<file path="src/hdl/mhit_pkg.sv">
`timescale 1ns / 1ps

package mhit_pkg;

    // Coordinate format: signed fixed point, Q23.8 by default.
    localparam int COORD_BITS = 32;
    localparam int FRAC_BITS  = 8;

    // Widths of the exact side-of-line arithmetic.
    localparam int DELTA_BITS = COORD_BITS + 1;
    localparam int PROD_BITS  = 2 * DELTA_BITS;
    localparam int DIFF_BITS  = PROD_BITS + 1;

    // Field widths fixed by the interface.
    localparam int TAG_BITS      = 32;
    localparam int OPCODE_BITS   = 2;
    localparam int CFG_IDX_BITS  = 3;
    localparam int CFG_DATA_BITS = 32;

    // Job queue between the front and the back.
    localparam int QUEUE_DEPTH = 2;
    localparam int QPTR_BITS   = (QUEUE_DEPTH > 1) ? $clog2(QUEUE_DEPTH) : 1;
    localparam int QCNT_BITS   = $clog2(QUEUE_DEPTH + 1);

    // One selection rectangle corner is tested per step.
    localparam int CORNER_BITS = 2;

    typedef logic signed [COORD_BITS-1:0] coord_t;

    // Input opcodes.
    localparam logic [OPCODE_BITS-1:0] OP_BOX   = 2'd0;
    localparam logic [OPCODE_BITS-1:0] OP_SEG   = 2'd1;
    localparam logic [OPCODE_BITS-1:0] OP_POINT = 2'd2;

    // Configuration register indexes.
    typedef enum logic [CFG_IDX_BITS-1:0] {
        CFG_CORNER_AX = 3'd0,
        CFG_CORNER_AY = 3'd1,
        CFG_CORNER_BX = 3'd2,
        CFG_CORNER_BY = 3'd3,
        CFG_CROSSING  = 3'd4
    } cfg_index_t;

    typedef struct packed {
        logic [OPCODE_BITS-1:0] opcode;
        logic [TAG_BITS-1:0]    entity_tag;
        coord_t                 coord_ax;
        coord_t                 coord_ay;
        coord_t                 coord_bx;
        coord_t                 coord_by;
        logic                   last_point;
    } in_word_t;

    typedef struct packed {
        logic [TAG_BITS-1:0] result_tag;
        logic                hit;
    } out_word_t;

    // Ordered selection rectangle and mode.
    typedef struct packed {
        coord_t x0;
        coord_t y0;
        coord_t x1;
        coord_t y1;
        logic   crossing;
    } sel_t;

    // What the back has to do with a job.
    typedef enum logic [1:0] {
        JOB_BOX_INSIDE,
        JOB_BOX_OVERLAP,
        JOB_SEG,
        JOB_POINT
    } job_kind_t;

    typedef struct packed {
        job_kind_t           kind;
        logic [TAG_BITS-1:0] tag;
        coord_t              ax;
        coord_t              ay;
        coord_t              bx;
        coord_t              by;
        logic                last;
    } job_t;

    typedef enum logic [1:0] {
        ST_IDLE,
        ST_MUL,
        ST_SUB,
        ST_RES
    } back_state_t;

endpackage

</file>
<file path="src/hdl/mhit_queue.sv">
`timescale 1ns / 1ps

module mhit_queue (
    input  logic            clk,
    input  logic            rst_n,
    input  logic            push,
    input  mhit_pkg::job_t  push_job,
    input  logic            pop,
    output mhit_pkg::job_t  head,
    output logic            empty,
    output logic            full
);

    mhit_pkg::job_t                   entry_reg [mhit_pkg::QUEUE_DEPTH];
    logic [mhit_pkg::QPTR_BITS-1:0]   wr_ptr_reg;
    logic [mhit_pkg::QPTR_BITS-1:0]   rd_ptr_reg;
    logic [mhit_pkg::QCNT_BITS-1:0]   count_reg;
    logic                             do_push;
    logic                             do_pop;

    assign empty   = (count_reg == '0);
    assign full    = (count_reg == mhit_pkg::QCNT_BITS'(mhit_pkg::QUEUE_DEPTH));
    assign do_push = push && !full;
    assign do_pop  = pop && !empty;
    assign head    = entry_reg[rd_ptr_reg];

    // Entry storage.
    always_ff @(posedge clk)
    begin
        if (do_push)
        begin
            entry_reg[wr_ptr_reg] <= push_job;
        end
    end

    // Pointers and fill count.
    always_ff @(posedge clk or negedge rst_n)
    begin
        if (!rst_n)
        begin
            wr_ptr_reg <= '0;
            rd_ptr_reg <= '0;
            count_reg  <= '0;
        end
        else
        begin
            if (do_push)
            begin
                wr_ptr_reg <= (wr_ptr_reg == mhit_pkg::QPTR_BITS'(mhit_pkg::QUEUE_DEPTH - 1))
                              ? '0 : wr_ptr_reg + 1'b1;
            end
            if (do_pop)
            begin
                rd_ptr_reg <= (rd_ptr_reg == mhit_pkg::QPTR_BITS'(mhit_pkg::QUEUE_DEPTH - 1))
                              ? '0 : rd_ptr_reg + 1'b1;
            end
            if (do_push && !do_pop)
            begin
                count_reg <= count_reg + 1'b1;
            end
            else if (do_pop && !do_push)
            begin
                count_reg <= count_reg - 1'b1;
            end
        end
    end

    // The count never runs past the depth.
    assert property (@(posedge clk) disable iff (!rst_n)
        count_reg <= mhit_pkg::QCNT_BITS'(mhit_pkg::QUEUE_DEPTH))
        else $error("job queue count beyond depth");

endmodule

</file>
<file path="config.mk">
export PLATFORM = sky130hd
export DESIGN_NAME = mhit_queue
export DESIGN_NICKNAME = d
export VERILOG_FILES = /design/src/hdl/mhit_pkg.sv /design/src/hdl/mhit_queue.sv
export SDC_FILE = /design/constraint.sdc
export NUM_CORES = 1
export LEC_CHECK = 0
export ABC_CLOCK_PERIOD_IN_PS = 11350
export BUFFER_PORTS_ARGS = -buffer_cell sky130_fd_sc_hd__buf_2
export CORE_ASPECT_RATIO = 1.1
export CORE_MARGIN = 2
export CORE_UTILIZATION = 25
export CTS_CLUSTER_DIAMETER = 100
export CTS_CLUSTER_SIZE = 14
export DETAILED_ROUTE_END_ITERATION = 8
export HOLD_SLACK_MARGIN = 0.02
export PLACE_DENSITY = 0.55
export SLEW_MARGIN = 20
export SYNTH_ARGS = -nofsm -noshare
export SYNTH_HDL_FRONTEND = slang
export SYNTH_SLANG_ARGS = --single-unit
</file>
<file path="constraint.sdc">
create_clock -name clk -period 11.35 [get_ports clk]
set_clock_uncertainty 0.2 [all_clocks]
set_input_delay 2.8375 -clock clk [delete_from_list [all_inputs] [get_ports clk]]
set_output_delay 2.8375 -clock clk [all_outputs]
set_load 0.01 [all_outputs]
</file>
==> impl_summary.md <==
Outcome
The run finished with clean final reports.

Logic synthesis
The share of synthesized area in the top cell type comes to 81.3%. Counting every instance in the synthesized netlist gives 526. Synthesis produced a netlist with a net count of 694. sky130_fd_sc_hd__edfxtp_1 takes more of the synthesized area than any other cell.

The number of library cell types mapped by synthesis is 14. Counting flops and latches in the post-synthesis netlist gives 330. Yosys attributes the largest share of cell area to sky130_fd_sc_hd__edfxtp_1, sky130_fd_sc_hd__mux2_2, sky130_fd_sc_hd__buf_6. The sequential cell area fraction in the yosys report is 82.1%. After synthesis the cells add up to 12000 um^2. For this run, the number of Yosys warnings is 0. In this run the mean area of a mapped cell was 22.9 um^2.

STA
Setup repair after global routing left no endpoint under its margin. The slew at the pin closest to its max-slew limit is 0.955 ns. The worst path meets setup with 5.36 ns of slack. The maximum clock frequency is 167 MHz. The worst slew margin relative to its limit is 36.3%. Setup violations remaining at the end of the flow were counted as 0.

The final period demand of the worst path is 5.99 ns. The final sum of negative setup slack is 0 ns. The number of pins with negative max-slew slack in the final report is 0. Of the available clock period, the critical path in the final layout requires 52.8%. The number of endpoints with negative hold slack in the final report is 0.

Final layout
The area growth from synthesis to final layout is 25.6%. The post-route netlist has 59.4% of its cells at a drive strength greater than 1. The count of cells in the finished layout, fillers not included, comes to 1541.

The commonest non-fill, non-tap cell in the layout is sky130_fd_sc_hd__buf_2. In the layout the commonest cells are sky130_fd_sc_hd__buf_2, sky130_fd_sc_hd__edfxtp_1, sky130_fd_sc_hd__mux2_2, sky130_fd_sc_hd__clkbuf_16, sky130_fd_sc_hd__clkbuf_1. The register with the most flip-flops in the layout has 326 of them. At the end of the flow, the number of nets in the layout was 1041. The final core utilization is 31.7%.

Placed design
The cell total after placement is 1489. Input and output buffers added on the ports amount to 331. The placed wire-length estimate after detailed placement is 16100 um. At the end of routability-driven placement, the weighted congestion stood at 0.678. Before CTS, the worst setup slack after placement is 5.86 ns.

Die
The initial standard-cell utilization of the core is 25.2%. The die covers 49900 um^2. The number of primary I/O pins is 332. The width of the die is 213 um.

The area of the core is 47700 um^2. The initialized floorplan defines 84 standard-cell rows. Measured along the y axis, the die boundary spans 234 um.

Clock network
The maximum buffer depth of the clock tree is 3. The clock sink count is 330. The master cell of the clock root buffer is sky130_fd_sc_hd__clkbuf_16.

For this design, the CTS-stage hold fixing added 0 buffers. CTS built an H-tree with a depth of 1. The clock reaches the later pin of the worst-skew pair after 0.54 ns. TritonCTS built the clock tree. The clock-pin slew of the registers on the worst-case setup and hold paths is 0.07 ns. Clock tree synthesis inserted a total of 27 buffers.

The number of buffers inserted to repair setup after CTS is 0. In this run, post-CTS repair resized a total of 0 instances.

Drt
The sum of routed wire length over all layers is 25200 um. The total DRC errors in the routed layout is 0. The detail-routed net length per standard cell is 16.3 um.

The number of routed nets with antenna violations is 0. The detailed router's first-iteration violation count is 242. The detailed-route via count is 6073.

The average vias per placed instance is 3.94. The first-pass detailed-route iteration total is 4.

Setup path
The delay of the slowest cell on the worst path is 1.04 ns. Data on the critical path is required at its endpoint by 8.31 ns. The number of gates on the worst path with buffers counted is 3. STA classifies the critical path endpoint as an output port. The signal arrival time at the worst endpoint is 2.96 ns. Walking the worst path, the cells encountered are buf_4 -> mux2_2 -> buf_2. The worst setup path is launched from a flip-flop. Together, buffers and inverters on the worst path number 2. The worst register-to-register path has a depth of 4. Of all nets on the critical path, the largest fanout is 62.

The critical path is of the reg -> out type. Broken down by cell family, the worst path's largest delay share belongs to flip-flops. The slowest cell on the critical path is sky130_fd_sc_hd__dfrtp_4.

Global route
The largest net degree at the start of global routing is 138. The number of antenna violations at the first check in global routing is 7. The overall fraction of global-route tracks in use is 9.58%.

The first global-routing pass estimated 36500 um of wire. The total grt overflow is 0. The number of global-route vias before repair is 6305.

Power
In this run the power density over the cells is 245 nW/um^2. VDD sags by at most 0.000136 V. The static power due to leakage is 5.46 nW.

Hold path
The number of cells traversed by the worst hold path is 1. The worst hold path belongs to the class reg -> reg.

Job
Max-cap violations in this run came to 0.
[metal layers]
metal | wire [um] | track usage (%) | vias to the layer above
li1 | - | - | 2798
met1 | 9890 | 11.1 | 3014
met2 | 12200 | 16.3 | 210
met3 | 2340 | 3.59 | 43
met4 | 632 | 3.30 | 8
met5 | 42 | 0 | -
[path summary, 6_finish.rpt]
path                         startpoint                 to  slack [ns]
min in group asynchronous         rst_n         wr_ptr_reg        1.89
hold reg to reg            count_reg[1]       count_reg[1]        0.32
max in group asynchronous         rst_n         rd_ptr_reg        8.91
setup reg to reg           count_reg[0]  entry_reg[0][146]        8.54
setup / recovery             rd_ptr_reg          head[159]        5.36
hold / removal             count_reg[1]       count_reg[1]        0.32
[cell type report]
cell class | count | area (um^2)
clock inverter | 1 | 8.76
multi-input combinational | 176 | 1940
timing repair buffer | 336 | 1710
inverter | 2 | 7.51
clock buffer | 48 | 754
fill | 4742 | 32600
antenna | 3 | 7.51
tap | 645 | 807
sequential | 330 | 9890
[stage by stage]
stage | power (W) | hold slack (ns) | instance area (um^2)
after CTS | 0.00379 | 0.328 | 15100
after detailed placement | 0.00292 | 0.311 | 14400
after global placement | 0.00291 | 0.302 | 14400
after global routing | 0.00392 | 0.365 | 15100
final | 0.00370 | 0.320 | 15100
after floorplan | 0.00256 | 0.261 | 12000
[cell usage after synthesis (all sizes together)]
cell type,count
xor2,2
edfxtp,326
buf,11
nand2b,1
dfrtp,4
and3,1
clkbuf,7
inv,2
nor2,3
ha,1
nand2,1
xnor2,3
o21ai,1
mux2,163
[cells by family (layout without fill, tap and decap cells)]
kind of cell / after synthesis / after routing / share of synthesized area [%]
fa+ha+maj: 1 / 1 / 0.104
simple gates: 6 / 6 / 0.229
buf+inv: 20 / 387 / 1.89
other cells: 0 / 3 / 0
compound gates: 1 / 1 / 0.0415
flops: 330 / 330 / 82.1
xor+xnor: 5 / 5 / 0.364
mux: 163 / 163 / 15.2
[where the power goes]
part	internal, W	leakage, nW	switching [W]
Clock	0.000447	0.362	0.000405
Sequential	0.00167	3.07	0.000101
Combinational	0.000490	2.03	0.000594
Power figures use the tool's default switching activity.
