**config.mk**
```make
export PLATFORM = sky130hd
export DESIGN_NAME = mhit_cfg
export DESIGN_NICKNAME = d
export VERILOG_FILES = /design/src/hdl/mhit_pkg.sv /design/src/hdl/mhit_cfg.sv
export SDC_FILE = /design/constraint.sdc
export NUM_CORES = 1
export LEC_CHECK = 0
export ABC_AREA = 1
export BUFFER_PORTS_ARGS = -buffer_cell sky130_fd_sc_hd__buf_2
export CAP_MARGIN = 5
export CORE_MARGIN = 4
export CORE_UTILIZATION = 45
export DETAILED_ROUTE_END_ITERATION = 16
export GPL_ROUTABILITY_DRIVEN = 0
export PLACE_DENSITY = 0.75
export RECOVER_POWER = 100
export SLEW_MARGIN = 25
export SYNTH_ARGS = -nofsm -noshare
export SYNTH_HDL_FRONTEND = slang
export SYNTH_SLANG_ARGS = --single-unit
```
**constraint.sdc**
```tcl
create_clock -name clk -period 1.95 [get_ports clk]
set_input_delay 0.195 -clock clk [delete_from_list [all_inputs] [get_ports clk]]
set_output_delay 0.195 -clock clk [all_outputs]
set_load 0.1 [all_outputs]
```
**src/hdl/mhit_pkg.sv**
```systemverilog
`timescale 1ns / 1ps

package mhit_pkg;

    // Coordinate format: signed fixed point, Q23.8 by default.
    localparam int COORD_BITS = 32;
    localparam int FRAC_BITS  = 8;

    // Widths of the exact side-of-line arithmetic.
    localparam int DELTA_BITS = COORD_BITS + 1;
    localparam int PROD_BITS  = 2 * DELTA_BITS;
    localparam int DIFF_BITS  = PROD_BITS + 1;

    // Field widths fixed by the interface.
    localparam int TAG_BITS      = 32;
    localparam int OPCODE_BITS   = 2;
    localparam int CFG_IDX_BITS  = 3;
    localparam int CFG_DATA_BITS = 32;

    // Job queue between the front and the back.
    localparam int QUEUE_DEPTH = 2;
    localparam int QPTR_BITS   = (QUEUE_DEPTH > 1) ? $clog2(QUEUE_DEPTH) : 1;
    localparam int QCNT_BITS   = $clog2(QUEUE_DEPTH + 1);

    // One selection rectangle corner is tested per step.
    localparam int CORNER_BITS = 2;

    typedef logic signed [COORD_BITS-1:0] coord_t;

    // Input opcodes.
    localparam logic [OPCODE_BITS-1:0] OP_BOX   = 2'd0;
    localparam logic [OPCODE_BITS-1:0] OP_SEG   = 2'd1;
    localparam logic [OPCODE_BITS-1:0] OP_POINT = 2'd2;

    // Configuration register indexes.
    typedef enum logic [CFG_IDX_BITS-1:0] {
        CFG_CORNER_AX = 3'd0,
        CFG_CORNER_AY = 3'd1,
        CFG_CORNER_BX = 3'd2,
        CFG_CORNER_BY = 3'd3,
        CFG_CROSSING  = 3'd4
    } cfg_index_t;

    typedef struct packed {
        logic [OPCODE_BITS-1:0] opcode;
        logic [TAG_BITS-1:0]    entity_tag;
        coord_t                 coord_ax;
        coord_t                 coord_ay;
        coord_t                 coord_bx;
        coord_t                 coord_by;
        logic                   last_point;
    } in_word_t;

    typedef struct packed {
        logic [TAG_BITS-1:0] result_tag;
        logic                hit;
    } out_word_t;

    // Ordered selection rectangle and mode.
    typedef struct packed {
        coord_t x0;
        coord_t y0;
        coord_t x1;
        coord_t y1;
        logic   crossing;
    } sel_t;

    // What the back has to do with a job.
    typedef enum logic [1:0] {
        JOB_BOX_INSIDE,
        JOB_BOX_OVERLAP,
        JOB_SEG,
        JOB_POINT
    } job_kind_t;

    typedef struct packed {
        job_kind_t           kind;
        logic [TAG_BITS-1:0] tag;
        coord_t              ax;
        coord_t              ay;
        coord_t              bx;
        coord_t              by;
        logic                last;
    } job_t;

    typedef enum logic [1:0] {
        ST_IDLE,
        ST_MUL,
        ST_SUB,
        ST_RES
    } back_state_t;

endpackage

```
**src/hdl/mhit_cfg.sv**
```systemverilog
`timescale 1ns / 1ps

module mhit_cfg (
    input  logic                                 clk,
    input  logic                                 rst_n,
    input  logic                                 cfg_wr_en,
    input  logic [mhit_pkg::CFG_IDX_BITS-1:0]    cfg_index,
    input  logic [mhit_pkg::CFG_DATA_BITS-1:0]   cfg_data,
    output mhit_pkg::sel_t                       sel
);

    mhit_pkg::coord_t corner_ax_reg;
    mhit_pkg::coord_t corner_ay_reg;
    mhit_pkg::coord_t corner_bx_reg;
    mhit_pkg::coord_t corner_by_reg;
    logic             crossing_reg;

    // Register writes; an index beyond the list is ignored.
    always_ff @(posedge clk or negedge rst_n)
    begin
        if (!rst_n)
        begin
            corner_ax_reg <= '0;
            corner_ay_reg <= '0;
            corner_bx_reg <= '0;
            corner_by_reg <= '0;
            crossing_reg  <= 1'b0;
        end
        else if (cfg_wr_en)
        begin
            unique case (mhit_pkg::cfg_index_t'(cfg_index))
                mhit_pkg::CFG_CORNER_AX:
                    corner_ax_reg <= mhit_pkg::coord_t'(cfg_data[mhit_pkg::COORD_BITS-1:0]);
                mhit_pkg::CFG_CORNER_AY:
                    corner_ay_reg <= mhit_pkg::coord_t'(cfg_data[mhit_pkg::COORD_BITS-1:0]);
                mhit_pkg::CFG_CORNER_BX:
                    corner_bx_reg <= mhit_pkg::coord_t'(cfg_data[mhit_pkg::COORD_BITS-1:0]);
                mhit_pkg::CFG_CORNER_BY:
                    corner_by_reg <= mhit_pkg::coord_t'(cfg_data[mhit_pkg::COORD_BITS-1:0]);
                mhit_pkg::CFG_CROSSING:
                    crossing_reg  <= cfg_data[0];
                default:
                    crossing_reg  <= crossing_reg;
            endcase
        end
    end

    // Order the corners into min and max per axis.
    always_comb
    begin
        sel.x0       = (corner_ax_reg < corner_bx_reg) ? corner_ax_reg : corner_bx_reg;
        sel.x1       = (corner_ax_reg > corner_bx_reg) ? corner_ax_reg : corner_bx_reg;
        sel.y0       = (corner_ay_reg < corner_by_reg) ? corner_ay_reg : corner_by_reg;
        sel.y1       = (corner_ay_reg > corner_by_reg) ? corner_ay_reg : corner_by_reg;
        sel.crossing = crossing_reg;
    end

endmodule

```
==> run_results.csv, run 1 <==
group,metric,value,unit
outcome,status,"stopped before the end",
outcome,failed_stage,"4_1_cts",
outcome,firstError,"[ERROR DPL-0033] detailed placement checks failed during check placement.",
synth,avgSynthCellArea,7.31,um^2
synth,synth-seq-area-share,0.399,
synth,synth_top_area_frac,0.399,
floorplanning,io_pins,167,
clocking,cts_hold_buf,1,
clocking,ctsLongestPathBuffers,2,
synth,synth_common_cells,"400 x nand2_1, 195 x o21ai_0, 129 x dfrtp_1",
synth,synth-main-ff-cell,"dfrtp_1",
clocking,cts_sinks,129,
synth,syn_inst,1107,
synth,synthTopCellsByArea,"dfrtp_1 40%, nand2_1 19%, o21ai_0 12%",
synth,synth_nets,1209,
synth,synth-seq-cells,129,
synth,ys_warn_count,0,
synth,syn_area,8090,um^2
synth,synth.distinct_cells,27,
clocking,clockRootBuffer,"clkbuf_16",
floorplanning,core.rowCount,48,
placed_design,dp_hpwl,24300,um
clocking,numCtsBuffers,17,
synth,synth_async_sr_flop_share,1.00,
clocking,htree_levels,4,
synth,synth_area_leader_cell,"dfrtp_1",
clocking,cts_resized,238,
placed_design,port_buffers,166,
synth,yosysMostFrequentCell,"nand2_1",
synth,synth-edff-count,0,
floorplanning,die_w,142,um
clocking,post_cts_buffers,42,
floorplanning,die_h,142,um
floorplanning,start_util,0.463,
## per-stage QoR
stage          hold slack, ns  cell area (um^2)  setup slack [ns]  std cells  utilization
3_3_place_gp            0.198             14800            -0.529       1700        0.845
2_1_floorplan          -0.101              9980            -0.483       1107            -
3_5_place_dp            0.200             14800            -0.635       1700        0.845
## kinds of logic after synthesis
kind of cell | after synthesis | synth area share
adders and majority gates | 64 | 0.0990
buffers and inverters | 178 | 0.0933
AOI/OAI and AO/OA | 229 | 0.144
DFF | 129 | 0.399
and+or+nand+nor | 507 | 0.265
==> run 2: changes to the inputs <==
CORE_UTILIZATION = 30   (was 45)
PLACE_DENSITY = unset   (was 0.75)
PLACE_DENSITY_LB_ADDON = 0.15   (was unset)
clock period = 2.5 ns   (was 1.95 ns; I/O delays follow)
==> run_results.csv, run 2 <==
group,metric,value,unit
global_route,grt_pass1_vias,9259,
floorplanning,io_pins,167,
run,cap_violations,0,
drt,routedWlPerCell,18.6,um
drt,viasPerCell,5.01,
critical_path,start_kind,"register",
clocking,cts_sinks,129,
critical_path,worst_path_most_repeated_cell,"buf_12",
synth,synth_nets,1209,
synth,synth_async_sr_flop_share,1.00,
drt,drt_iter0_drc,652,
clocking,clk_latency,0.41,ns
critical_path,cp_cell_sequence,"inv_2 -> ha_1 -> nand2_1 -> nor2_1 -> nand2_4 -> nor2_4 -> nand2_4 -> nand3_4 -> nand2_8 -> buf_12 -> buf_12 -> o21ai_4 -> buf_12",
global_route,antenna_found_initial,0,
critical_path,critical_path_class,"register to primary output",
critical_path,cp.arrival,2.80,ns
layout,fillers,1965,
clocking,numCtsBuffers,17,
critical_path,cp_num_buf_inv,4,
layout,final_cell_mix,"202 x buf_4, 187 x nand2_1, 152 x buf_12",
sta,fin_tns_setup,-55.63,ns
layout,post_route_cells_drive_above_1_share,0.578,
drt,via_count,9314,
global_route,grt.total_usage,0.220,
layout,diodes,0,
critical_path,crit_fanout,7,
sta,tightest_slew,1.26,ns
synth,synth.distinct_cells,27,
layout,multi_input_area,6840,um^2
worst_hold_path,min_path_type,"input pin to register",
clocking,clockRootBuffer,"clkbuf_16",
sta,rsz0062_at_grt,"yes",
sta,fmax,328,MHz
floorplanning,core.rowCount,59,
synth,synth-edff-count,0,
synth,ys_warn_count,0,
layout,post-route-util,0.651,
global_route,overflow,0,
placed_design,dp_hpwl,21300,um
synth,syn_inst,1107,
global_route,grt_max_degree,65,
synth,syn_area,8090,um^2
layout,nNetsFinal,1612,
drt,ant_nets,0,
sta,slew_violations,0,
drt,dr.pass1.iters,5,
sta,slew_headroom,0.158,
clocking,htree_levels,4,
synth,synth_common_cells,"400 x nand2_1, 195 x o21ai_0, 129 x dfrtp_1",
placed_design,port_buffers,166,
synth,synthTopCellsByArea,"dfrtp_1 40%, nand2_1 19%, o21ai_0 12%",
floorplanning,die_h,172,um
outcome,status,"finished, violations left",
clocking,cts_tree,"built",
sta,finalHoldViolations,0,
placed_design,dp_cells,1762,
floorplanning,core_area,26300,um^2
synth,yosysMostFrequentCell,"nand2_1",
outcome,violations,"negative setup slack",
synth,synth-main-ff-cell,"dfrtp_1",
synth,synth_area_leader_cell,"dfrtp_1",
layout,final_common_cell,"buf_4",
critical_path,cp-end-kind,"primary output",
synth,synth_top_area_frac,0.399,
floorplanning,start_util,0.308,
sta,fin_worst_skew,0,ns
synth,synth-seq-cells,129,
sta,setup_ws,-0.553,ns
synth,synth-seq-area-share,0.399,
clocking,clkSlewWorstSetupHoldPaths,0.07,ns
critical_path,critPathSlowestCell,"dfrtp_1",
sta,finalSetupViolations,128,
placed_design,dp_slack,-0.104,ns
critical_path,critPathMaxStageDelay,0.42,ns
critical_path,path_delay_family,"simple AND/OR/NAND/NOR gates",
layout,finalNonFillerCells,1858,
sta,post-route-period-util,1.22,
synth,avgSynthCellArea,7.31,um^2
layout,areaGrowthSynthToFinish,112,%
sta,period_needed,3.05,ns
drt,routed_wirelength,34500,um
floorplanning,die-area,29700,um^2
global_route,grt_pass1_wl,50800,um
layout,register_area,3230,um^2
drt,drc,0,
floorplanning,die_w,172,um
clocking,ctsLongestPathBuffers,2,
critical_path,worstPathRequired,2.25,ns
run 2: what timing repair did:
action	4_1_cts	5_1_grt
hold buffers	1	0
gates cloned	13	13
setup buffers	31	19
resized for setup	236	233
endpoints found under the hold margin	33	0
setup endpoints to repair	128	128
pin swaps	90	97
run 2: worst reg2reg max path, delay by kind of cell, from the launching register on:
| kind | cells | cell delay (ns) |
|---|---|---|
| flops | 1 | 0.40 |
| buf+inv | 2 | 0.27 |
| simple gates | 1 | 0.05 |
| compound gates | 1 | 0.10 |
run 2: layout make-up:
type                            count  area share
Clock buffer                       22      0.0277
Tap cell                          335      0.0245
Timing Repair Buffer              445       0.327
Inverter                          116      0.0254
Sequential cell                   129       0.189
Multi-Input combinational cell    801       0.400
Clock inverter                     10     0.00724
run 2: kinds of logic after synthesis:
logic type / share of synthesized area
compound gates: 0.144
buf+inv: 0.0933
simple gates: 0.265
flops: 0.399
fa+ha+maj: 0.0990
run 2: worst paths after layout:
check / start / slack, ns / depth (start not counted) / to
worst max-delay path: corner_bx_reg[24]$_DFFE_PN0P_ / -0.55 / 13 / sel[103]
worst min-delay path: cfg_wr_en / 0.13 / 3 / crossing_reg$_DFFE_PN0P_
worst max register to register: corner_by_reg[13]$_DFFE_PN0P_ / 1.51 / 4 / corner_by_reg[13]$_DFFE_PN0P_
worst min register to register: crossing_reg$_DFFE_PN0P_ / 0.49 / 2 / crossing_reg$_DFFE_PN0P_
max in group asynchronous: rst_n / 0.49 / 3 / corner_bx_reg[7]$_DFFE_PN0P_
min in group asynchronous: rst_n / 0.50 / 2 / corner_by_reg[27]$_DFFE_PN0P_
run 2: per-stage QoR:
step           hold slack [ns]  cell area, um^2
6_report                 0.131            17100
5_1_grt                  0.159            17100
4_1_cts                  0.128            15900
3_5_place_dp             0.272            13800
3_3_place_gp             0.261            13800
2_1_floorplan          -0.0456             9200
run 2: per-layer routing:
layer  vias to the layer above  track usage  wire length [um]
li1                       4462            -                 -
met1                      4485        0.303             14700
met2                       311        0.361             17300
met3                        56       0.0311              1840
met4                         0       0.0656               738
met5                         -            0                 0
Power of run 2 is left out: the tool's default activity adds up to more than one toggle a clock period on the data nets, which glitch-free logic cannot reach.
