==> config.mk <==
export PLATFORM = sky130hd
export DESIGN_NAME = mhit_front
export DESIGN_NICKNAME = d
export VERILOG_FILES = /design/src/hdl/mhit_pkg.sv /design/src/hdl/mhit_front.sv
export SDC_FILE = /design/constraint.sdc
export NUM_CORES = 1
export LEC_CHECK = 0
export ABC_AREA = 1
export BUFFER_PORTS_ARGS = -buffer_cell sky130_fd_sc_hd__buf_2
export CAP_MARGIN = 0
export CORE_AREA = 10 10 119 121
export DETAILED_ROUTE_END_ITERATION = 8
export DIE_AREA = 0 0 129 131
export PLACE_DENSITY_LB_ADDON = 0.1
export RECOVER_POWER = 25
export SLEW_MARGIN = 20
export SYNTH_ARGS = -nofsm -noshare
export SYNTH_HDL_FRONTEND = slang
export SYNTH_SLANG_ARGS = --single-unit
==> constraint.sdc <==
create_clock -name vclk -period 2.2
set_clock_uncertainty 0.15 [all_clocks]
set_input_delay 0.22 -clock vclk [all_inputs]
set_output_delay 0.22 -clock vclk [all_outputs]
set_load 0.005 [all_outputs]
==> src/hdl/mhit_pkg.sv <==
`timescale 1ns / 1ps

package mhit_pkg;

    // Coordinate format: signed fixed point, Q23.8 by default.
    localparam int COORD_BITS = 32;
    localparam int FRAC_BITS  = 8;

    // Widths of the exact side-of-line arithmetic.
    localparam int DELTA_BITS = COORD_BITS + 1;
    localparam int PROD_BITS  = 2 * DELTA_BITS;
    localparam int DIFF_BITS  = PROD_BITS + 1;

    // Field widths fixed by the interface.
    localparam int TAG_BITS      = 32;
    localparam int OPCODE_BITS   = 2;
    localparam int CFG_IDX_BITS  = 3;
    localparam int CFG_DATA_BITS = 32;

    // Job queue between the front and the back.
    localparam int QUEUE_DEPTH = 2;
    localparam int QPTR_BITS   = (QUEUE_DEPTH > 1) ? $clog2(QUEUE_DEPTH) : 1;
    localparam int QCNT_BITS   = $clog2(QUEUE_DEPTH + 1);

    // One selection rectangle corner is tested per step.
    localparam int CORNER_BITS = 2;

    typedef logic signed [COORD_BITS-1:0] coord_t;

    // Input opcodes.
    localparam logic [OPCODE_BITS-1:0] OP_BOX   = 2'd0;
    localparam logic [OPCODE_BITS-1:0] OP_SEG   = 2'd1;
    localparam logic [OPCODE_BITS-1:0] OP_POINT = 2'd2;

    // Configuration register indexes.
    typedef enum logic [CFG_IDX_BITS-1:0] {
        CFG_CORNER_AX = 3'd0,
        CFG_CORNER_AY = 3'd1,
        CFG_CORNER_BX = 3'd2,
        CFG_CORNER_BY = 3'd3,
        CFG_CROSSING  = 3'd4
    } cfg_index_t;

    typedef struct packed {
        logic [OPCODE_BITS-1:0] opcode;
        logic [TAG_BITS-1:0]    entity_tag;
        coord_t                 coord_ax;
        coord_t                 coord_ay;
        coord_t                 coord_bx;
        coord_t                 coord_by;
        logic                   last_point;
    } in_word_t;

    typedef struct packed {
        logic [TAG_BITS-1:0] result_tag;
        logic                hit;
    } out_word_t;

    // Ordered selection rectangle and mode.
    typedef struct packed {
        coord_t x0;
        coord_t y0;
        coord_t x1;
        coord_t y1;
        logic   crossing;
    } sel_t;

    // What the back has to do with a job.
    typedef enum logic [1:0] {
        JOB_BOX_INSIDE,
        JOB_BOX_OVERLAP,
        JOB_SEG,
        JOB_POINT
    } job_kind_t;

    typedef struct packed {
        job_kind_t           kind;
        logic [TAG_BITS-1:0] tag;
        coord_t              ax;
        coord_t              ay;
        coord_t              bx;
        coord_t              by;
        logic                last;
    } job_t;

    typedef enum logic [1:0] {
        ST_IDLE,
        ST_MUL,
        ST_SUB,
        ST_RES
    } back_state_t;

endpackage

==> src/hdl/mhit_front.sv <==
`timescale 1ns / 1ps

module mhit_front (
    input  logic                item_valid,
    output logic                item_stall,
    input  mhit_pkg::in_word_t  item,
    input  logic                crossing,
    input  logic                queue_full,
    output logic                push,
    output mhit_pkg::job_t      job
);

    logic accept;

    // A word is taken whenever the queue has room.
    assign item_stall = queue_full;
    assign accept     = item_valid && !queue_full;

    // Classify the word into a job for the back.
    always_comb
    begin
        job.tag  = item.entity_tag;
        job.ax   = item.coord_ax;
        job.ay   = item.coord_ay;
        job.bx   = item.coord_bx;
        job.by   = item.coord_by;
        job.last = item.last_point;
        job.kind = mhit_pkg::JOB_BOX_INSIDE;
        push     = accept;
        unique case (item.opcode)
            mhit_pkg::OP_BOX:
            begin
                job.kind = crossing ? mhit_pkg::JOB_BOX_OVERLAP : mhit_pkg::JOB_BOX_INSIDE;
            end
            mhit_pkg::OP_SEG:
            begin
                if (crossing)
                begin
                    job.kind = mhit_pkg::JOB_SEG;
                end
                else
                begin
                    // Window mode tests the endpoints' box.
                    job.kind = mhit_pkg::JOB_BOX_INSIDE;
                    job.ax   = (item.coord_ax < item.coord_bx) ? item.coord_ax : item.coord_bx;
                    job.bx   = (item.coord_ax > item.coord_bx) ? item.coord_ax : item.coord_bx;
                    job.ay   = (item.coord_ay < item.coord_by) ? item.coord_ay : item.coord_by;
                    job.by   = (item.coord_ay > item.coord_by) ? item.coord_ay : item.coord_by;
                end
            end
            mhit_pkg::OP_POINT:
            begin
                job.kind = mhit_pkg::JOB_POINT;
            end
            default:
            begin
                // The unused opcode is taken and dropped.
                push = 1'b0;
            end
        endcase
    end

endmodule

==> results of run 1 <==
[cell usage after synthesis, types with 2 or more instances]
cell type	instances
nor2_2	2
inv_1	84
buf_6	15
a21oi_1	28
ha_1	64
nor2_1	23
clkbuf_1	9
o21ai_1	9
nand3_1	10
a21o_1	2
nand2_1	267
o21ai_0	6
nand2_4	4
buf_4	40
o21a_1	3
buf_2	7
o21ai_2	51
nand4_1	72
[layout make-up]
class	count	area share
inverter	84	0.0410
tap	147	0.0211
timing repair buffer	464	0.432
multi-input combinational	547	0.506
[cell usage in the layout (no fill, tap or decap), types with 4 or more instances in the layout]
cell type | Yosys | routed
a21oi_2 | 0 | 6
ha_4 | 0 | 36
buf_8 | 0 | 14
nor2_4 | 0 | 5
o21ai_2 | 51 | 55
buf_2 | 7 | 212
nand2_4 | 4 | 41
nor2_1 | 23 | 12
inv_1 | 84 | 46
o21ai_4 | 0 | 5
a21oi_1 | 28 | 19
nand3_1 | 10 | 4
nand3_2 | 0 | 4
ha_1 | 64 | 28
inv_2 | 0 | 24
nand4_1 | 72 | 72
buf_16 | 0 | 7
buf_4 | 40 | 154
nand2_1 | 267 | 153
buf_6 | 15 | 47
inv_4 | 0 | 11
nor2_2 | 2 | 8
nand2_2 | 1 | 75
buf_12 | 0 | 27
nand2_8 | 0 | 4
[layer usage]
metal  global-route usage  wire length [µm]  vias up
met3               0.0580              2250       95
met1                0.245              8120     2963
li1                     -                 -     3091
met4               0.0241               829        0
met2                0.436             12300      339
met5                    0                 0        -
[through the flow]
stage               utilization  power (µW)
global route              0.738        2230
CTS                       0.667        1800
detailed placement        0.526        1310
finish                    0.738        2070
floorplan                     -         682
global placement          0.526        1310
[cells by family (layout without fill, tap and decap cells)]
logic type	Yosys count	after routing	share of synthesized area
fa+ha+maj	64	64	0.198
compound gates	99	99	0.173
buf+inv	156	548	0.211
simple gates	383	384	0.418
[worst paths after layout]
kind	startpoint	end	slack (ns)	cells past startpoint
worst min-delay path	item[151]	job[151]	0.29	0
worst max-delay path	item[20]	job[87]	-0.49	16
[what timing repair did]
| action | in CTS | in global routing |
|---|---|---|
| endpoints found under the setup margin | 128 | 128 |
| gates resized for setup | 214 | 217 |
| pin swaps | 64 | 67 |
| gates cloned | 16 | 4 |
| setup buffers | 35 | 18 |
[power groups by stage]
stage | registers [µW] | logic (µW) | clock network (µW)
6_report | 0 | 2070 | 0
2_1_floorplan | 0 | 682 | 0
4_1_cts | 0 | 1800 | 0
3_3_place_gp | 0 | 1310 | 0
5_1_grt | 0 | 2230 | 0
3_5_place_dp | 0 | 1310 | 0
[worst max-delay path, cell delays in order]
cell	delay [ns]
buf_2	0.10
inv_2	0.05
ha_4	0.27
nand2_2	0.05
inv_2	0.05
nand4_1	0.19
nor3b_4	0.28
nand2_2	0.13
nand2_2	0.08
nand2_2	0.06
nand2_4	0.10
nand2_8	0.10
buf_12	0.16
buf_16	0.14
o21ai_2	0.16
buf_2	0.16
==> results by group, run 1 <==
Finish
  • NumNets Final: 1327
  • # diodes: 0
  • Seq cells: 0
  • Area added between synthesis and finish: 115%
  • # fillers: 867
  • Footprint of the multi-input gates: 0.00441 mm²
  • Cell Count, Final, Fillers Out: 1242
  • Ratio of cells with drive above 1 in the final layout: 0.684
  • Seq. cell area: 0 µm²
  • Design area: 0.00872 mm²
  • Clkbuf count: 0

CTS
  • Hold buffer count at CTS: 0

Placed design
  • Port Buffer Count: 265
  • Placement Cell Area: 0.00621 mm²
  • Dpl hpwl: 14.4 mm
  • RD Place Congestion: 0.860
  • Dpl cells: 1181
  • Worst slack, placed: -0.363 ns

Min path
  • Worst hold-check path type: input port to output pin

STA
  • Hold_ws: 0.290 ns
  • Period Utilization, post-route: 1.22
  • Final Setup Violations: 128
  • Fin crit period: 2.69 ns
  • Max Freq: 371 MHz
  • Post-Route Setup TNS: -45.34 ns
  • Final Max Slew Viols: 0
  • Setup slack after layout: -0.494 ns
  • Worst-Margin Slew: 0.359 ns
  • Hold Vio Cnt, Final: 0
  • RSZ-0062 raised after global routing: true
  • Rel. slew slack: 0.759

GRT
  • Vias in the first global route: 6224
  • Largest net degree at the start of global routing: 38
  • Global route overflow: 0
  • Initial antenna violation count: 0
  • GRT Util Overall: 0.224
  • First-pass GRT wire length: 31.7 mm

Status
  • Failing checks: setup timing
  • Status: finished, violations left

Routing
  • Detailed Route Iter0 Violations: 333
  • Routed vias: 6488
  • TritonRoute pass-1 iters: 5
  • Vias/cell: 5.22
  • Drt drc: 0
  • DR WL/cell: 18.9 µm
  • Routed wire length: 23.5 mm
  • Antenna Nets Post-Route: 0

Job
  • MaxCap Viol Count: 0

Yosys
  • Sequential area share after synthesis: 0
  • Synthesized instance count: 702
  • Most area-consuming cells after synthesis: nand2_1 (25%), ha_1 (20%), nand4_1 (11%), o21ai_2 (11%), inv_1 (7.8%)
  • Syn Nets: 932
  • Yosys top cell area share: 0.247
  • Yosys top cell by area: nand2_1
  • Syn Area/Cell: 5.77 µm²
  • Synth warn: 0
  • Synthesized area: 0.00405 mm²
  • Synth cell types: 24

Critical path
  • WP data arrival: 2.32 ns
  • Critical Path End Type: output pin
  • CP Max Fanout: 7
  • Worst endpoint required time: 1.83 ns
  • Crit Path Class: input port to output pin
  • Worst Setup Start Kind: input port

Floorplanning
  • DIE WIDTH: 129 µm
  • Die height: 131 µm
  • Std cell rows: 40
  • Initial core utilization: 0.343
  • IO Count: 331
  • Core area: 0.0118 mm²
  • Die area: 0.0169 mm²

Power and ir drop
  • Pwr Density: 237 mW/mm²
  • Peak supply drop: 103 µV
  • P_int: 1070 µW
  • Net switching power: 1000 µW
  • Sw frac: 0.483
  • Comb pwr share: 1.000
  • Part of the power in registers: 0
  • LEAKAGE: 0.00468 µW
  • Clock Power Share: 0
No activity file was read; power rests on OpenSTA's default activity.
==> run 2: changes to the inputs <==
RECOVER_POWER = 100   (was 25)
==> run 2 against run 1 <==
  * The flow still finishes with violations (setup timing)
  * Cell count is the same
  * Global-route usage is the same
  * Wire length grew 0.15%
  * Largest power group unchanged
  * Highest routed layer unchanged
==> results by group, run 2 (synthesis gave the netlist of run 1 again) <==
Floorplanning
  • Initial core utilization: 0.343 (unchanged)
  • IO Count: 331 (unchanged)
  • Die area: 0.0169 mm² (unchanged)
  • Die height: 131 µm (unchanged)
  • DIE WIDTH: 129 µm (unchanged)
  • Core area: 0.0118 mm² (unchanged)
  • Std cell rows: 40 (unchanged)

STA
  • Worst-Margin Slew: 0.359 ns (unchanged)
  • Rel. slew slack: 0.759 (unchanged)
  • Hold_ws: 0.290 ns (unchanged)
  • Period Utilization, post-route: 1.22 (unchanged)
  • Post-Route Setup TNS: -45.37 ns (-0.0252 ns)
  • Final Setup Violations: 128 (unchanged)
  • Fin crit period: 2.69 ns (unchanged)
  • Hold Vio Cnt, Final: 0 (unchanged)
  • Max Freq: 371 MHz (unchanged)
  • Final Max Slew Viols: 0 (unchanged)
  • Setup slack after layout: -0.494 ns (unchanged)
  • RSZ-0062 raised after global routing: true

Min path
  • Worst hold path depth: 0 (unchanged)
  • Worst hold-check path type: input port to output pin
  • Min-delay src: item[151]
  • Hold path endpoint: job[151]

Routing
  • Antenna Nets Post-Route: 0 (unchanged)
  • Vias/cell: 5.21 (-0.17%)
  • Routed vias: 6477 (-0.17%)
  • Drt drc: 0 (unchanged)
  • Detailed Route Iter0 Violations: 325 (-2.4%)
  • TritonRoute pass-1 iters: 5 (unchanged)
  • DR WL/cell: 18.9 µm (+0.15%)
  • Routed wire length: 23.5 mm (+0.15%)

Placed design
  • RD Place Congestion: 0.860 (unchanged)
  • Dpl hpwl: 14.4 mm (unchanged)
  • Port Buffer Count: 265 (unchanged)
  • Worst slack, placed: -0.363 ns (unchanged)

Finish
  • Commonest cells after routing, fill and taps aside: buf_2 (208), buf_4 (154), nand2_1 (153)
  • Ratio of cells with drive above 1 in the final layout: 0.680 (-0.00365)
  • Most common cell after layout, fill and taps aside: buf_2
  • Area added between synthesis and finish: 115% (about the same)
  • Seq. cell area: 0 µm² (unchanged)
  • # diodes: 0 (unchanged)
  • NumNets Final: 1327 (unchanged)
  • Seq cells: 0 (unchanged)
  • Clkbuf count: 0 (unchanged)

Power and ir drop
  • P_int: 1070 µW (about the same)
  • Pwr Density: 238 mW/mm² (about the same)
  • Sw frac: 0.483 (about the same)
  • Peak supply drop: 103 µV (about the same)
  • Clock Power Share: 0 (unchanged)
  • Net switching power: 1000 µW (about the same)
  • Comb pwr share: 1.000 (about the same)
  • LEAKAGE: 0.00467 µW (-0.26%)
  • Part of the power in registers: 0 (unchanged)

GRT
  • Global route overflow: 0 (unchanged)
  • GRT Util Overall: 0.224 (unchanged)
  • Largest net degree at the start of global routing: 38 (unchanged)
  • First-pass GRT wire length: 31.7 mm (unchanged)
  • Vias in the first global route: 6224 (unchanged)
  • Initial antenna violation count: 0 (unchanged)

Critical path
  • Worst endpoint required time: 1.83 ns (about the same)
  • Critical Path End Type: output pin
  • CP Max Fanout: 7 (unchanged)
  • Worst Setup Start Kind: input port
  • Crit Path Class: input port to output pin
  • WP data arrival: 2.32 ns (about the same)

Status
  • Failing checks: setup timing
  • Status: finished, violations left

Job
  • MaxCap Viol Count: 0 (unchanged)

CTS
  • Hold buffer count at CTS: 0 (unchanged)
run 2: cell count changes in the layout (fill, tap and decap cells not counted), sizes merged:
cell    before  now
buf        461  457
clkbuf       3    7
run 2: worst max-delay path by stage:
stage	end	slack, ns	startpoint
6_report	job[87]	-0.49	item[20]
5_1_grt	job[87]	-0.66	item[28]
4_1_cts	job[82]	-0.34	item[24]
3_5_place_dp	job[84]	-0.36	item[24]
3_3_place_gp	job[84]	-0.35	item[24]
2_1_floorplan	job[87]	0.11	item[32]
run 2: worst max-delay path, cell delays in order:
cell and delay, ns:
buf_2 0.10, inv_2 0.05, ha_4 0.27, nand2_2 0.05, inv_2 0.05, nand4_1 0.19, nor3b_4 0.28, nand2_2 0.13
nand2_2 0.08, nand2_2 0.06, nand2_4 0.10, nand2_8 0.10, buf_12 0.16, buf_16 0.14, o21ai_2 0.16, buf_2 0.16
run 2: stage by stage:
step	total power (µW)	utilization	instances	area [µm²]
finish	2070	0.738	1242	8720
global route	2230	0.738	1242	8720
CTS	1800	0.667	1232	7880
detailed placement	1310	0.526	1181	6210
global placement	1310	0.526	1181	6210
floorplan	682	-	702	4050
run 2: what timing repair did:
item | in CTS | in global routing
pin swaps | 64 | 67
endpoints found under the setup margin | 128 | 128
cloned | 16 | 4
setup buffers | 35 | 18
gates resized for setup | 214 | 217
run 2: layout make-up:
type	count	area (µm²)
Fill cell	869	3100
Timing Repair Buffer	464	3760
Inverter	84	358
Tap cell	147	184
Multi-Input combinational cell	547	4410
run 2: routing by layer:
layer | vias up | part of all wire | global-route usage
met3 | 88 | 0.093 | 0.0580
met4 | 0 | 0.033 | 0.0241
met2 | 327 | 0.52 | 0.436
met5 | - | 0 | 0
met1 | 2976 | 0.35 | 0.245
li1 | 3086 | - | -
run 2: power by group through the flow:
stage	Combinational [µW]	Sequential [µW]	Clock, µW
finish	2070	0	0
global route	2230	0	0
CTS	1800	0	0
detailed placement	1310	0	0
global placement	1310	0	0
floorplan	682	0	0
